**src/hdl/sfr_pkg.sv**
```systemverilog
// Shared types, codes and constants of the serial frame receiver.
`timescale 1ns / 1ps

package sfr_pkg;

   localparam int NUM_SLOTS_DEFAULT = 4;
   localparam int SLOT_REGS         = 4;
   localparam int CSR_INDEX_W       = 3;
   localparam int CSR_DATA_W        = 8;

   localparam logic [7:0] SOH_CODE = 8'h01;
   localparam logic [7:0] STX_CODE = 8'h02;
   localparam logic [7:0] ETX_CODE = 8'h03;
   localparam logic [7:0] EOT_CODE = 8'h04;

   localparam logic [CSR_INDEX_W-1:0] REG_STATION = 3'd0;
   localparam logic [CSR_INDEX_W-1:0] REG_SLOT0   = 3'd1;

   localparam int HEADER_LEN = 6;

   typedef enum logic [2:0] {
      PH_HUNT    = 3'd0,
      PH_PAYLOAD = 3'd1,
      PH_ETX     = 3'd2,
      PH_SUM     = 3'd3,
      PH_EOT     = 3'd4
   } phase_type;

   typedef enum logic [1:0] {
      KIND_PAYLOAD = 2'd0,
      KIND_ACCEPT  = 2'd1,
      KIND_DROP    = 2'd2
   } kind_type;

   typedef enum logic [1:0] {
      DROP_ETX = 2'd0,
      DROP_SUM = 2'd1,
      DROP_EOT = 2'd2
   } drop_type;

   typedef struct packed {
      logic [7:0] rx_byte;
   } req_type;

   typedef struct packed {
      kind_type   kind;
      logic [7:0] data_byte;
      logic [7:0] byte_index;
      logic [7:0] sender;
      logic [7:0] command;
      logic [7:0] length;
      logic       command_known;
      drop_type   drop_reason;
   } rsp_type;

   typedef struct packed {
      logic    valid;
      rsp_type payload;
   } result_type;

endpackage

```
**src/hdl/sfr_channel_if.sv**
```systemverilog
// Valid/ready channel interfaces for received bytes and frame results.
`timescale 1ns / 1ps

interface sfr_req_if;
   import sfr_pkg::*;

   logic    valid;
   logic    ready;
   req_type payload;

   modport source (output valid, output payload, input ready);
   modport sink (input valid, input payload, output ready);
endinterface

interface sfr_rsp_if;
   import sfr_pkg::*;

   logic    valid;
   logic    ready;
   rsp_type payload;

   modport source (output valid, output payload, input ready);
   modport sink (input valid, input payload, output ready);
endinterface

```
**src/hdl/sfr_csr_regs.sv**
```systemverilog
// Station address and command slot registers.
`timescale 1ns / 1ps

module sfr_csr_regs #(
   parameter int NUM_SLOTS = sfr_pkg::NUM_SLOTS_DEFAULT
) (
   input  logic                               clock,
   input  logic                               reset,
   input  logic                               csr_write_en,
   input  logic [sfr_pkg::CSR_INDEX_W-1:0]    csr_index,
   input  logic [sfr_pkg::CSR_DATA_W-1:0]     csr_write_data,
   output logic [7:0]                         station_address,
   output logic [NUM_SLOTS-1:0][7:0]          command_slots
);
   import sfr_pkg::*;

   logic [7:0]                station_ff;
   logic [NUM_SLOTS-1:0][7:0] slots_ff;

   always_ff @(posedge clock) begin
      if (reset) begin
         station_ff <= '0;
         slots_ff   <= '0;
      end else if (csr_write_en) begin
         if (csr_index == REG_STATION) begin
            station_ff <= csr_write_data[7:0];
         end
         for (int i = 0; i < NUM_SLOTS; i++) begin
            if (csr_index == REG_SLOT0 + CSR_INDEX_W'(i)) begin
               slots_ff[i] <= csr_write_data[7:0];
            end
         end
      end
   end

   assign station_address = station_ff;
   assign command_slots   = slots_ff;

endmodule

```
**src/hdl/sfr_req_stage.sv**
```systemverilog
// Input register for received bytes.
`timescale 1ns / 1ps

module sfr_req_stage (
   input  logic           clock,
   input  logic           reset,
   sfr_req_if.sink        req_chan,
   input  logic           advance,
   output logic           byte_valid,
   output logic [7:0]     rx_byte
);
   import sfr_pkg::*;

   logic       valid_ff;
   logic       valid_in;
   logic [7:0] byte_ff;
   logic       take;

   assign req_chan.ready = !valid_ff || advance;
   assign take           = req_chan.valid && req_chan.ready;

   always_comb begin
      valid_in = valid_ff;
      if (take) begin
         valid_in = 1'b1;
      end else if (advance) begin
         valid_in = 1'b0;
      end
   end

   always_ff @(posedge clock) begin
      if (reset) begin
         valid_ff <= 1'b0;
      end else begin
         valid_ff <= valid_in;
      end
   end

   always_ff @(posedge clock) begin
      if (take) begin
         byte_ff <= req_chan.payload.rx_byte;
      end
   end

   assign byte_valid = valid_ff;
   assign rx_byte    = byte_ff;

endmodule

```
**src/hdl/sfr_frame_core.sv**
```systemverilog
// Frame state machine: header hunt, payload pass-through, trailer checks.
`timescale 1ns / 1ps

module sfr_frame_core #(
   parameter int NUM_SLOTS = sfr_pkg::NUM_SLOTS_DEFAULT
) (
   input  logic                      clock,
   input  logic                      reset,
   input  logic                      advance,
   input  logic [7:0]                rx_byte,
   input  logic [7:0]                station_address,
   input  logic [NUM_SLOTS-1:0][7:0] command_slots,
   output sfr_pkg::result_type       result
);
   import sfr_pkg::*;

   phase_type  phase_ff,    phase_in;
   logic [7:0] window_ff    [HEADER_LEN];
   logic [7:0] window_in    [HEADER_LEN];
   logic [7:0] shifted      [HEADER_LEN];
   logic [7:0] length_ff,   length_in;
   logic [7:0] position_ff, position_in;
   logic [7:0] sender_ff,   sender_in;
   logic [7:0] command_ff,  command_in;
   logic [7:0] sum_ff,      sum_in;
   logic       known;
   logic       end_frame;

   always_comb begin
      for (int i = 0; i < HEADER_LEN - 1; i++) begin
         shifted[i] = window_ff[i+1];
      end
      shifted[HEADER_LEN-1] = rx_byte;
   end

   always_comb begin
      known = 1'b0;
      for (int i = 0; i < NUM_SLOTS; i++) begin
         if (command_slots[i] != 8'h00 && command_slots[i] == command_ff) begin
            known = 1'b1;
         end
      end
   end

   always_comb begin
      phase_in    = phase_ff;
      window_in   = window_ff;
      length_in   = length_ff;
      position_in = position_ff;
      sender_in   = sender_ff;
      command_in  = command_ff;
      sum_in      = sum_ff;
      end_frame   = 1'b0;
      result      = '0;
      if (advance) begin
         case (phase_ff)
            PH_PAYLOAD: begin
               result.valid              = 1'b1;
               result.payload.kind       = KIND_PAYLOAD;
               result.payload.data_byte  = rx_byte;
               result.payload.byte_index = position_ff;
               sum_in                    = sum_ff + rx_byte;
               position_in               = position_ff + 8'd1;
               if (position_in == length_ff) begin
                  phase_in = PH_ETX;
               end
            end
            PH_ETX: begin
               if (rx_byte != ETX_CODE) begin
                  result.valid               = 1'b1;
                  result.payload.kind        = KIND_DROP;
                  result.payload.drop_reason = DROP_ETX;
                  end_frame                  = 1'b1;
               end else begin
                  phase_in = PH_SUM;
               end
            end
            PH_SUM: begin
               if (rx_byte != sum_ff) begin
                  result.valid               = 1'b1;
                  result.payload.kind        = KIND_DROP;
                  result.payload.drop_reason = DROP_SUM;
                  end_frame                  = 1'b1;
               end else begin
                  phase_in = PH_EOT;
               end
            end
            PH_EOT: begin
               result.valid = 1'b1;
               end_frame    = 1'b1;
               if (rx_byte != EOT_CODE) begin
                  result.payload.kind        = KIND_DROP;
                  result.payload.drop_reason = DROP_EOT;
               end else begin
                  result.payload.kind          = KIND_ACCEPT;
                  result.payload.sender        = sender_ff;
                  result.payload.command       = command_ff;
                  result.payload.length        = length_ff;
                  result.payload.command_known = known;
               end
            end
            default: begin
               window_in = shifted;
               if (shifted[0] == SOH_CODE && shifted[5] == STX_CODE &&
                   shifted[1] == station_address) begin
                  sender_in   = shifted[2];
                  command_in  = shifted[3];
                  length_in   = shifted[4];
                  position_in = '0;
                  sum_in      = shifted[1] + shifted[2] + shifted[3] + shifted[4];
                  phase_in    = (shifted[4] == 8'h00) ? PH_ETX : PH_PAYLOAD;
               end else begin
                  phase_in = PH_HUNT;
               end
            end
         endcase
         if (end_frame) begin
            phase_in    = PH_HUNT;
            length_in   = '0;
            position_in = '0;
            sender_in   = '0;
            command_in  = '0;
            sum_in      = '0;
         end
      end
   end

   always_ff @(posedge clock) begin
      if (reset) begin
         phase_ff    <= PH_HUNT;
         length_ff   <= '0;
         position_ff <= '0;
         sender_ff   <= '0;
         command_ff  <= '0;
         sum_ff      <= '0;
         for (int i = 0; i < HEADER_LEN; i++) begin
            window_ff[i] <= '0;
         end
      end else begin
         phase_ff    <= phase_in;
         length_ff   <= length_in;
         position_ff <= position_in;
         sender_ff   <= sender_in;
         command_ff  <= command_in;
         sum_ff      <= sum_in;
         window_ff   <= window_in;
      end
   end

   a_payload_length_nonzero: assert property (@(posedge clock) disable iff (reset)
      phase_ff == PH_PAYLOAD |-> length_ff != 8'h00)
      else $error("payload phase with zero frame length");

   a_payload_position_bound: assert property (@(posedge clock) disable iff (reset)
      phase_ff == PH_PAYLOAD |-> position_ff < length_ff)
      else $error("payload position reached frame length");

   a_frame_end_hunts: assert property (@(posedge clock) disable iff (reset)
      result.valid && result.payload.kind != KIND_PAYLOAD
      |=> phase_ff == PH_HUNT && sum_ff == 8'h00 && length_ff == 8'h00)
      else $error("frame state not cleared after frame end");

endmodule

```
**src/hdl/sfr_rsp_stage.sv**
```systemverilog
// Result register feeding the response channel.
`timescale 1ns / 1ps

module sfr_rsp_stage (
   input  logic                clock,
   input  logic                reset,
   input  logic                byte_valid,
   input  sfr_pkg::result_type result,
   output logic                advance,
   sfr_rsp_if.source           rsp_chan
);
   import sfr_pkg::*;

   logic    valid_ff;
   logic    valid_in;
   rsp_type payload_ff;

   assign advance = byte_valid && (!valid_ff || rsp_chan.ready);

   always_comb begin
      valid_in = valid_ff;
      if (advance) begin
         valid_in = result.valid;
      end else if (rsp_chan.ready) begin
         valid_in = 1'b0;
      end
   end

   always_ff @(posedge clock) begin
      if (reset) begin
         valid_ff <= 1'b0;
      end else begin
         valid_ff <= valid_in;
      end
   end

   always_ff @(posedge clock) begin
      if (advance && result.valid) begin
         payload_ff <= result.payload;
      end
   end

   assign rsp_chan.valid   = valid_ff;
   assign rsp_chan.payload = payload_ff;

endmodule

```
**src/hdl/serial_frame_receiver.sv**
```systemverilog
// Top level of the serial frame receiver.
// The block takes one received byte per clock and keeps that rate while
// results flow out without stalls. Each byte passes an input register, one
// pass of frame logic (a compare, an 8-bit add and a phase update) and a
// result register, from which its result is offered on the response channel.
// Payload bytes come out as they arrive; a frame ends with one accept or drop
// result after its EOT, ETX or sum byte. Header bytes produce no result.
// Write the station address and command slots only while no bytes are in
// flight; registers take effect on the next byte processed.
`timescale 1ns / 1ps

module serial_frame_receiver #(
   parameter int NUM_SLOTS = sfr_pkg::NUM_SLOTS_DEFAULT
) (
   input  logic                            clock,
   input  logic                            reset,
   sfr_req_if.sink                         req_chan,
   sfr_rsp_if.source                       rsp_chan,
   input  logic                            csr_write_en,
   input  logic [sfr_pkg::CSR_INDEX_W-1:0] csr_index,
   input  logic [sfr_pkg::CSR_DATA_W-1:0]  csr_write_data
);
   import sfr_pkg::*;

   logic                      advance;
   logic                      byte_valid;
   logic [7:0]                rx_byte;
   logic [7:0]                station_address;
   logic [NUM_SLOTS-1:0][7:0] command_slots;
   result_type                result;

   sfr_csr_regs #(.NUM_SLOTS(NUM_SLOTS)) u_csr (
      .clock           (clock),
      .reset           (reset),
      .csr_write_en    (csr_write_en),
      .csr_index       (csr_index),
      .csr_write_data  (csr_write_data),
      .station_address (station_address),
      .command_slots   (command_slots)
   );

   sfr_req_stage u_req (
      .clock      (clock),
      .reset      (reset),
      .req_chan   (req_chan),
      .advance    (advance),
      .byte_valid (byte_valid),
      .rx_byte    (rx_byte)
   );

   sfr_frame_core #(.NUM_SLOTS(NUM_SLOTS)) u_core (
      .clock           (clock),
      .reset           (reset),
      .advance         (advance),
      .rx_byte         (rx_byte),
      .station_address (station_address),
      .command_slots   (command_slots),
      .result          (result)
   );

   sfr_rsp_stage u_rsp (
      .clock      (clock),
      .reset      (reset),
      .byte_valid (byte_valid),
      .result     (result),
      .advance    (advance),
      .rsp_chan   (rsp_chan)
   );

endmodule
```
**src/flat_wrapper.sv**
```systemverilog
// flat-port wrapper written by rule: the top's interface ports become plain ports
module serial_frame_receiver_flat import sfr_pkg::*;
#(
   parameter int NUM_SLOTS = sfr_pkg::NUM_SLOTS_DEFAULT
)
  (clock, reset, csr_write_en, csr_index, csr_write_data, req_chan_valid, req_chan_payload, req_chan_ready, rsp_chan_valid, rsp_chan_payload, rsp_chan_ready);
  sfr_req_if req_chan_i ();
  sfr_rsp_if rsp_chan_i ();
  input  logic clock;
  input  logic reset;
  input  logic csr_write_en;
  input  logic [sfr_pkg::CSR_INDEX_W-1:0] csr_index;
  input  logic [sfr_pkg::CSR_DATA_W-1:0] csr_write_data;
  input wire logic [$bits(req_chan_i.valid)-1:0] req_chan_valid;
  input wire logic [$bits(req_chan_i.payload)-1:0] req_chan_payload;
  output wire logic [$bits(req_chan_i.ready)-1:0] req_chan_ready;
  output wire logic [$bits(rsp_chan_i.valid)-1:0] rsp_chan_valid;
  output wire logic [$bits(rsp_chan_i.payload)-1:0] rsp_chan_payload;
  input wire logic [$bits(rsp_chan_i.ready)-1:0] rsp_chan_ready;
  assign req_chan_i.valid = req_chan_valid;
  assign req_chan_i.payload = req_chan_payload;
  assign req_chan_ready = req_chan_i.ready;
  assign rsp_chan_valid = rsp_chan_i.valid;
  assign rsp_chan_payload = rsp_chan_i.payload;
  assign rsp_chan_i.ready = rsp_chan_ready;
  serial_frame_receiver #(.NUM_SLOTS(NUM_SLOTS)) u_core (.clock(clock), .reset(reset), .req_chan(req_chan_i), .rsp_chan(rsp_chan_i), .csr_write_en(csr_write_en), .csr_index(csr_index), .csr_write_data(csr_write_data));
endmodule
```
**config.mk**
```make
export PLATFORM = sky130hd
export DESIGN_NAME = serial_frame_receiver_flat
export DESIGN_NICKNAME = d
export VERILOG_FILES = /design/src/hdl/sfr_pkg.sv /design/src/hdl/sfr_channel_if.sv /design/src/hdl/sfr_csr_regs.sv /design/src/hdl/sfr_req_stage.sv /design/src/hdl/sfr_frame_core.sv /design/src/hdl/sfr_rsp_stage.sv /design/src/hdl/serial_frame_receiver.sv /design/src/flat_wrapper.sv
export SDC_FILE = /design/constraint.sdc
export NUM_CORES = 1
export LEC_CHECK = 0
export BUFFER_PORTS_ARGS = -buffer_cell sky130_fd_sc_hd__buf_2
export CAP_MARGIN = 20
export CORE_MARGIN = 3
export CORE_UTILIZATION = 44
export CTS_CLUSTER_SIZE = 14
export DETAILED_ROUTE_END_ITERATION = 10
export SETUP_SLACK_MARGIN = 0.2
export SLEW_MARGIN = 20
export SYNTH_ARGS = -nofsm -noshare
export SYNTH_HDL_FRONTEND = slang
export SYNTH_SLANG_ARGS = --single-unit
```
**constraint.sdc**
```tcl
create_clock -name clock -period 8.1 [get_ports clock]
set_input_delay 0.81 -clock clock [delete_from_list [all_inputs] [get_ports clock]]
set_output_delay 0.81 -clock clock [all_outputs]
set_load 0.05 [all_outputs]
```
==> results of run 1 <==
==> registers in the layout, summed over array words and instances, names as in the netlist <==
register	flops
u_core.u_req.rx_byte	8
u_core.u_core.sum_ff	8
u_core.u_csr.command_slots	32
u_core.u_core.length_ff	8
u_core.u_core.phase_ff	3
u_core.u_rsp.rsp_chan.payload	45
u_core.u_core.shifted	40
u_core.u_csr.station_address	8
u_core.u_req.byte_valid	1
u_core.u_core.sender_ff	8
u_core.u_rsp.rsp_chan.valid	1
u_core.u_core.command_ff	8
u_core.u_core.position_ff	8
==> report_power, final <==
group          leakage (nW)  switching [mW]  internal (mW)
Clock                 0.307           0.366          0.490
Sequential             1.43          0.0139          0.922
Combinational          1.74          0.0596         0.0329
Total                  3.48           0.440           1.44
==> per-layer routing <==
metal | vias to the layer above | GRT usage (%) | share of wire, %
li1 | 3326 | - | -
met1 | 3198 | 29.17 | 51
met2 | 128 | 28.47 | 44
met3 | 19 | 2.990 | 3.7
met4 | 0 | 5.880 | 1.1
met5 | - | 0 | 0
==> cell usage after synthesis (3+ instances only) <==
library cell	count	share of area, %
edfxtp_1	53	18
buf_1	3	0.13
nor4_1	11	0.80
nand2_1	162	7.1
a311oi_1	4	0.41
o211ai_1	4	0.35
clkbuf_1	47	2.0
nand2b_1	10	0.73
buf_2	5	0.29
ha_1	15	2.2
mux2i_1	13	1.5
xnor2_1	36	3.7
o21ai_0	13	0.75
or3_1	3	0.22
a21oi_1	135	7.8
o21a_1	5	0.44
nor3b_1	4	0.35
buf_6	5	0.65
nor4b_1	3	0.30
nand3_1	15	0.87
and3_1	24	1.7
nor3_1	14	0.81
nor2_1	38	1.7
nand3b_1	3	0.26
and2_1	28	2.0
a211oi_1	30	2.6
dfxtp_1	125	29
xor2_1	22	2.2
fa_1	15	3.5
nand4_1	6	0.44
a22oi_1	3	0.26
inv_1	43	1.9
a21o_1	4	0.35
nor2b_1	7	0.51
==> kinds of logic (layout without fill, tap and decap cells) <==
kind of cell / after synthesis / after routing / share of synthesized area [%]
AO/OA/AOI/OAI: 220 / 220 / 15.34
flip-flops: 178 / 178 / 47.48
multiplexers: 15 / 15 / 1.770
XOR/XNOR: 58 / 58 / 5.892
AND/OR/NAND/NOR: 339 / 339 / 18.87
adder cells (fa/ha/maj): 30 / 30 / 5.660
buffers and inverters: 103 / 152 / 4.992
==> worst min-delay path by stage <==
stage	from	to	slack, ns	cells past startpoint
4_1_cts	u_core.u_core.shifted[40]	u_core.u_core.shifted[40]	0.46	2
6_report	u_core.u_core.shifted[40]	u_core.u_core.shifted[40]	0.45	2
3_3_place_gp	u_core.u_core.shifted[43]	u_core.u_core.shifted[43]	0.44	2
2_1_floorplan	u_core.u_core.shifted[40]	u_core.u_core.shifted[40]	0.43	2
3_5_place_dp	u_core.u_core.shifted[40]	u_core.u_core.shifted[40]	0.45	2
5_1_grt	u_core.u_csr.command_slots[5]	u_core.u_csr.command_slots[5]	0.48	2
==> area by class of cell <==
type                       instances  area, sq um  share of cell area [%]
multi-input combinational        662         4109                   42.28
tap                              260        325.3                   3.347
sequential                       178         4094                   42.12
inverter                          43        161.4                   1.661
timing repair buffer              77        405.4                   4.171
clock buffer                      22        511.7                   5.265
clock inverter                    10        112.6                   1.159
==> stage by stage <==
step / util [%] / hold WS (ns) / instance area (sq um) / std cells / worst slack (ns)
floorplan: - / 0.4316 / 8622 / 943 / 5.119
global placement: 47.95 / 0.4438 / 9089 / 1220 / 4.930
detailed placement: 47.95 / 0.4469 / 9089 / 1220 / 4.926
CTS: 51.24 / 0.4555 / 9713 / 1252 / 4.881
global route: 51.27 / 0.4845 / 9719 / 1252 / 4.660
finish: 51.27 / 0.4509 / 9719 / 1252 / 4.879
==> worst max-delay path, stage by stage, from the launching register on <==
cell and delay, ns:
edfxtp_1 0.48, nor4_2 0.43, nand4_1 0.13, or4_1 0.77
nor2_4 0.85, a21oi_1 0.16, a211oi_1 0.27
==> impl_metrics.tcl, run 1 <==
set metrics [dict create \
    outcome "finished, final reports clean" \
    syn_area_per_cell_sq_um 9.143 \
    io_pins 71 \
    synth_edf_count 53 \
    drc 0 \
    clock_sinks 178 \
    clockBufferDepth 2 \
    grt_pass1_wl_mm 33.51 \
    total_power_mw 1.885 \
    viasPerCell 5.328 \
    grt_setup_unrepaired "false" \
    crit_type "reg -> reg" \
    port_buffers 70 \
    dr.first_iter.drc_count 483 \
    setup_tns_ns 0 \
    syn-cell-area_sq_mm 0.008622 \
    synth_seq_cells 178 \
    worstMarginPinSlew_ns 1.070 \
    r2r_end "u_core.u_core.command_ff[1]" \
    cp-start-kind "flip-flop" \
    coreArea_sq_mm 0.01896 \
    max_slew_margin_pct 28.67 \
    wl_mm 20.37 \
    grt_max_degree 102 \
    hold_viol 0 \
    max-cap-violations 0 \
    worstPathArrival_ns 3.56 \
    cp_max_fo 48 \
    final-max-slew-violation-count 0 \
    ir_drop_mv 0.1434 \
    dp.final_hpwl_mm 13.72 \
    cts_max_level 4 \
    end_kind "flip-flop" \
    hp-class "reg -> reg" \
    layout_commonest_cell "nand2_1" \
    core.rowCount 50 \
    crit_start "u_core.u_req.rx_byte[0]" \
    critPathCapture "u_core.u_core.command_ff[1]" \
    clk_pin_slew_worst_paths_ns 0.07 \
    track_usage_pct 19.28 \
    wl_per_cell_um 16.27 \
    synthFlopType "dfxtp_1" \
    powerDensity_mw_per_mm2 193.9 \
    postCtsHoldBufs 0 \
    synth_warnings 0 \
    die_h_um 146.0 \
    vias 6671 \
    yosysSeqAreaShare_pct 47.48 \
    clk_root_buffer_cell "clkbuf_16" \
    p_leak_nw 3.480 \
    antenna_found_initial 0 \
    final_nets 1033 \
    first_pass_iters 5 \
    cts_buffers 17 \
    fp.dieArea_sq_mm 0.02131 \
    grt_pass1_vias 6304 \
    drive_gt1_share_pct 12.00 \
    final_cell_mix "162 x nand2_1, 135 x a21oi_1, 125 x dfxtp_1" \
    min_period_ns 3.221 \
    cts_tree "done" \
    syn2layout_area_growth_pct 12.73 \
    synth.distinct_cells 61 \
    syn_inst 943 \
    setup-violations-final 0 \
    routabilityCongestion 0.8042 \
    regToRegSetupSlack_ns 4.88 \
    async_reset_ff_share_pct 0 \
    diodes 0 \
    min_period_over_period_pct 39.77 \
    n_fill_cell 1788 \
    post_cts_buffers 0 \
    initial_core_util_pct 45.49 \
    max_freq_mhz 310.4 \
    rr_worst_depth 6 \
    gr-total-overflow 0 \
    rr_startpoint "u_core.u_req.rx_byte[0]" \
    insertion_delay_ns 0.43 \
    finClkSkew_ns 0.01207 \
    cts_resized 0 \
    ant_nets 0 \
    cp.required_ns 8.44 \
    synthesis.nets 997 \
    die_w_um 146.0 \
]
Power figures use the tool's default switching activity.
==> inputs of run 2 (changes only) <==
- ABC_AREA: unset -> 1
- clock period: 8.1 -> 2.9 ns (I/O delays scaled with it)
==> run 2 against run 1 <==
  * Fmax is 18% higher
  * Sequential share of layout area fell by 1.2 points
  * Clock power rose to 2.9 times the previous value
  * Register-to-register slack got worse by 4.7 ns
  * Largest power group unchanged
  * Cell area increased by 3.2%
  * Count of clock-buffer cells in the layout shrank 3
  * Utilization is 1.6 points higher
  * Clock skew shrank 0.0029 ns
  * Die area about the same
  * Cell count is 13% higher
  * Area after synthesis is essentially flat
==> impl_metrics.tcl, run 2 <==
set metrics [dict create \
    synth_commonest_cells "194 x nand2_1, 150 x inv_1, 127 x a21oi_1" \
    setup-violations-final 0 \
    final-max-slew-violation-count 0 \
    clockBufferDepth 2 \
    initial_core_util_pct 45.51 \
    synth_top_family_by_area "simple AND/OR/NAND/NOR gates" \
    setup_ws_ns 0.1794 \
    cts_buffers 17 \
    dr.first_iter.drc_count 465 \
    wl_per_cell_um 15.12 \
    synth_edf_count 53 \
    crit_family "adder cells" \
    crit_type "reg -> reg" \
    synth_seq_cells 178 \
    syn_area_per_cell_sq_um 7.995 \
    synth_top_area_share_pct 29.01 \
    max_slew_margin_pct 58.11 \
    synthesis.nets 1133 \
    cp_max_fo 3 \
    port_buffers 70 \
    dp.final_hpwl_mm 15.32 \
    clk_pin_slew_worst_paths_ns 0.07 \
    synth_warnings 0 \
    insertion_delay_ns 0.43 \
    min_period_over_period_pct 93.82 \
    grt_max_degree 78 \
    track_usage_pct 19.84 \
    cp-start-kind "flip-flop" \
    first_pass_iters 5 \
    core.rowCount 50 \
    syn-cell-area_sq_mm 0.008627 \
    grt_pass1_vias 6540 \
    cts_max_level 4 \
    routabilityCongestion 0.8970 \
    synth_compound_area_share_pct 13.89 \
    synth_simple_gate_area_share_pct 21.32 \
    total_power_mw 6.146 \
    final_cell_mix "191 x nand2_1, 137 x inv_1, 127 x a21oi_1" \
    synth_area_leader_cell "dfxtp_1" \
    cp.required_ns 3.19 \
    worstPathArrival_ns 3.01 \
    viasPerCell 5.086 \
    syn2layout_area_growth_pct 16.23 \
    final_nets 1200 \
    synthFlopType "dfxtp_1" \
    layout_commonest_cell "nand2_1" \
    async_reset_ff_share_pct 0 \
    setup_tns_ns 0 \
    coreArea_sq_mm 0.01896 \
    vias 7212 \
    worstMarginPinSlew_ns 0.6274 \
    largest_reg_flops 45 \
    end_kind "flip-flop" \
    grt_setup_unrepaired "true" \
    synth_mux_area_share_pct 0 \
    place_area_sq_mm 0.009211 \
    hp-class "in -> reg" \
    cts_tree "done" \
    drive_gt1_share_pct 15.98 \
    fin_util_pct 52.90 \
    max-cap-violations 0 \
    outcome "finished, final reports clean" \
    antenna_found_initial 0 \
    syn_inst 1079 \
    crit_chain "inv_2 -> fa_1 -> fa_1 -> inv_2 -> ha_4 -> inv_2 -> fa_2 -> o21ai_1 -> xnor2_1 -> nand2_1 -> nand4_1 -> a21oi_1" \
    grt_pass1_wl_mm 34.30 \
    yosysMostFrequentCell "nand2_1" \
    wl_mm 21.44 \
    clock_sinks 178 \
    diodes 0 \
    p_leak_nw 4.018 \
    min_period_ns 2.721 \
    cp_slowest_stage_delay_ns 0.50 \
    fp.dieArea_sq_mm 0.02132 \
    post-place-ws_ns 0.05216 \
    clk_root_buffer_cell "clkbuf_16" \
    gr-total-overflow 0 \
    yosysSeqAreaShare_pct 47.45 \
    cpMostUsedCell "inv_2" \
    synthTopCellsByArea "dfxtp_1 29%, edfxtp_1 18%, nand2_1 8.4%" \
    io_pins 71 \
    powerDensity_mw_per_mm2 612.9 \
    hold_viol 0 \
    finClkSkew_ns 0.009196 \
    die_w_um 146.0 \
    synth_adder_area_share_pct 5.656 \
    max_freq_mhz 367.6 \
    ir_drop_mv 0.4674 \
    die_h_um 146.0 \
    cpMaxStageDelayCell "fa_1" \
    ant_nets 0 \
    stdcell_area_sq_mm 0.01003 \
    drc 0 \
    synth_xor_area_share_pct 2.234 \
    timing.critical_path.buf_inv 3 \
    synth.distinct_cells 39 \
]
-- run 2: cell count changes after synthesis, sizes merged, moves of 13 or more --
cell,before,now
inv,43,157
xnor2,36,10
and3,24,0
o21ai,13,93
and2,28,1
mux2i,13,0
nand4,6,19
nand3,15,57
a211oi,31,0
clkbuf,47,24
nor2,40,119
nand2,162,202
-- run 2: cells by family (layout without fill, tap and decap cells) --
| logic type | after synthesis | count (layout) |
|---|---|---|
| buffers and inverters | 199 | 278 |
| adder cells (fa/ha/maj) | 30 | 30 |
| flip-flops | 178 | 178 |
| AO/OA/AOI/OAI | 234 | 234 |
| XOR/XNOR | 22 | 22 |
| AND/OR/NAND/NOR | 416 | 416 |
-- run 2: report_power, final --
group	internal [mW]	switching (mW)	total (mW)
Clock	1.49	0.986	2.47
Sequential	2.66	0.0739	2.73
Combinational	0.355	0.586	0.941
Total	4.50	1.65	6.15
-- run 2: through the flow --
| stage | hold WS (ns) | instances |
|---|---|---|
| floorplan | 0.3889 | 1079 |
| global placement | 0.4453 | 1379 |
| detailed placement | 0.4546 | 1379 |
| CTS | 0.01916 | 1416 |
| global route | 0.02454 | 1418 |
| finish | 0.02907 | 1418 |
-- run 2: final timing paths --
kind | start | to | slack [ns] | cells past startpoint
setup / recovery | u_core.u_core.shifted[25] | u_core.u_core.sum_ff[5] | 0.18 | 12
hold / removal | req_chan_payload[1] | u_core.u_req.rx_byte[1] | 0.03 | 1
setup reg to reg | u_core.u_core.shifted[25] | u_core.u_core.sum_ff[5] | 0.18 | 12
hold reg to reg | u_core.u_core.sender_ff[7] | u_core.u_core.sender_ff[7] | 0.46 | 2
-- run 2: area by class of cell --
class                   count  area [sq um]
clock inverters            12         177.7
repair buffers             89         530.5
clock buffers              19         452.9
fillers                  1816          8929
inverters                 158         593.1
multi-input cells         702          3841
well taps                 260         325.3
flip-flops and latches    178          4106
-- run 2: worst reg2reg max path, delay by kind of cell (launching register included) --
| kind | cells | cell delay (ns) |
|---|---|---|
| flip-flops | 1 | 0.34 |
| buffers and inverters | 3 | 0.17 |
| AND/OR/NAND/NOR | 2 | 0.16 |
| XOR/XNOR | 1 | 0.14 |
| adder cells (fa/ha/maj) | 4 | 1.54 |
| AO/OA/AOI/OAI | 2 | 0.26 |
-- run 2: metal layers --
layer / wire length [um] / global-route usage [%] / vias up
met3: 1138 / 3.383 / 36
met2: 9567 / 30.52 / 200
met5: 0 / 0 / -
met4: 449 / 5.974 / 0
li1: - / - / 3650
met1: 10290 / 28.82 / 3326
-- run 2: what timing repair did --
item,4_1_cts,5_1_grt
endpoints found under the setup margin,6,6
hold buffers,0,0
setup buffers,6,2
pin swaps,18,22
resized for setup,15,27
==> inputs of run 3 (changes only) <==
- CORE_UTILIZATION: 44 -> 40
==> run 3 against run 2 <==
  * Critical path depth rose by 3
  * Count of clock-buffer cells in the layout rose by 2
  * Sequential cell count unchanged
  * Highest routed layer unchanged
==> impl_metrics.tcl, run 3 (same netlist as run 2, synthesis figures left out) <==
set metrics [dict create \
    largest_reg_flops 45 \
    final-max-slew-violation-count 0 \
    cpMostUsedCell "inv_1" \
    routabilityCongestion 0.8799 \
    drc 0 \
    viasPerCell 4.955 \
    setup-violations-final 0 \
    worstMarginPinSlew_ns 0.6187 \
    diodes 0 \
    holdPathStages 1 \
    crit_chain "inv_2 -> fa_1 -> fa_1 -> inv_1 -> ha_2 -> inv_2 -> fa_2 -> inv_1 -> nand4_1 -> nand3_2 -> inv_1 -> nand2_1 -> nand3_1 -> nand4_1 -> a21oi_1" \
    hp-class "in -> reg" \
    antenna_found_initial 0 \
    cp.required_ns 3.19 \
    worstPathArrival_ns 3.02 \
    die_h_um 152.9 \
    syn2layout_area_growth_pct 15.94 \
    powerDensity_mw_per_mm2 602.7 \
    grt_setup_unrepaired "true" \
    die_w_um 152.9 \
    r2r_end "u_core.u_core.sum_ff[7]" \
    cp-start-kind "flip-flop" \
    rr_worst_depth 15 \
    io_pins 71 \
    first_pass_iters 5 \
    min_from "req_chan_payload[0]" \
    rr_startpoint "u_core.u_core.shifted[9]" \
    timing.critical_path.buf_inv 5 \
    grt_pass1_vias 6701 \
    cpMaxStageDelayCell "fa_1" \
    fp.dieArea_sq_mm 0.02337 \
    grt_max_degree 60 \
    setup_tns_ns 0 \
    final_cell_mix "191 x nand2_1, 142 x inv_1, 127 x a21oi_1" \
    crit_start "u_core.u_core.shifted[9]" \
    track_usage_pct 18.22 \
    final_nets 1201 \
    dp.final_hpwl_mm 15.60 \
    n_fill_cell 2126 \
    dr.first_iter.drc_count 422 \
    cp_max_fo 3 \
    initial_core_util_pct 40.91 \
    vias 7110 \
    insertion_delay_ns 0.43 \
    wl_per_cell_um 14.91 \
    regToRegSetupSlack_ns 0.17 \
    path_depth 15 \
    critPathCapture "u_core.u_core.sum_ff[7]" \
    crit_family "adder cells" \
    ant_nets 0 \
    hold_viol 0 \
    port_buffers 70 \
    cts_tree "done" \
    clock_sinks 178 \
    cp_slowest_stage_delay_ns 0.57 \
    drive_gt1_share_pct 15.69 \
    core.rowCount 53 \
    max-cap-violations 0 \
    crit_type "reg -> reg" \
    clk_pin_slew_worst_paths_ns 0.07 \
    coreArea_sq_mm 0.02109 \
    p_leak_nw 4.022 \
    cts_max_level 4 \
    max_slew_margin_pct 58.50 \
    min_period_ns 2.731 \
    max_freq_mhz 366.2 \
    clk_root_buffer_cell "clkbuf_16" \
    ir_drop_mv 0.4326 \
    clockBufferDepth 2 \
    min_period_over_period_pct 94.17 \
    cts_buffers 17 \
    total_power_mw 6.028 \
    end_kind "flip-flop" \
    finClkSkew_ns 0.009858 \
    grt_pass1_wl_mm 34.56 \
    gr-total-overflow 0 \
    layout_commonest_cell "nand2_1" \
    wl_mm 21.39 \
    outcome "finished, final reports clean" \
]
-- run 3: changes by cell type in the layout (fill, tap and decap cells not counted), moves of 2 or more --
cell and delta:
inv_2 -6, inv_1 +5, dfxtp_1 -4, dfxtp_2 +4
ha_4 -3, bufinv_16 -2, clkbuf_1 +2, clkbuf_16 +2
clkbuf_8 -2, clkinv_4 +2, ha_1 +2
-- run 3: layout make-up --
type | instances | area [sq um] | area share [%]
timing repair buffer | 90 | 529.3 | 5.291
inverter | 158 | 593.1 | 5.929
sequential | 178 | 4111 | 41.11
clock inverter | 11 | 138.9 | 1.389
multi-input combinational | 702 | 3802 | 38.02
clock buffer | 21 | 483.0 | 4.829
tap | 275 | 344.1 | 3.440
-- run 3: what timing repair did --
action	in CTS	in global routing
pin swaps	17	13
buffers inserted	1	3
endpoints found under the setup margin	6	6
gates resized for setup	22	15
hold buffers	0	0
-- run 3: how the worst min path moves through the flow --
| stage | endpoint | slack, ns |
|---|---|---|
| after floorplan | u_core.u_req.rx_byte[0] | 0.39 |
| final | u_core.u_req.rx_byte[0] | 0.03 |
| after global placement | u_core.u_csr.command_slots[22] | 0.45 |
| after detailed placement | u_core.u_csr.command_slots[21] | 0.45 |
| after global routing | u_core.u_req.rx_byte[4] | 0.02 |
| after CTS | u_core.u_req.rx_byte[0] | 0.02 |
-- run 3: per-stage QoR --
| stage | utilization, % | setup slack, ns | std cells | hold slack, ns | instance area, sq um |
|---|---|---|---|---|---|
| finish | 47.43 | 0.1691 | 1435 | 0.03179 | 10000 |
| CTS | 47.17 | 0.1798 | 1432 | 0.01749 | 9947 |
| floorplan | - | 0.2187 | 1079 | 0.3889 | 8632 |
| global route | 47.43 | 0.01398 | 1435 | 0.01799 | 10000 |
| detailed placement | 43.89 | 0.07473 | 1399 | 0.4522 | 9255 |
| global placement | 43.89 | 0.1183 | 1399 | 0.4469 | 9255 |
-- run 3: power breakdown --
part | total (mW) | internal [mW] | leakage (nW) | switching (mW)
logic | 0.896 | 0.332 | 2.19 | 0.564
clock network | 2.40 | 1.39 | 0.297 | 1.01
registers | 2.73 | 2.66 | 1.53 | 0.0739
total | 6.03 | 4.38 | 4.02 | 1.64
-- run 3: layer usage --
metal / wire, um / GRT usage, %
met5: 0 / 0
met2: 9816 / 29.44
met3: 887 / 3.086
met4: 414 / 5.770
met1: 10270 / 25.11
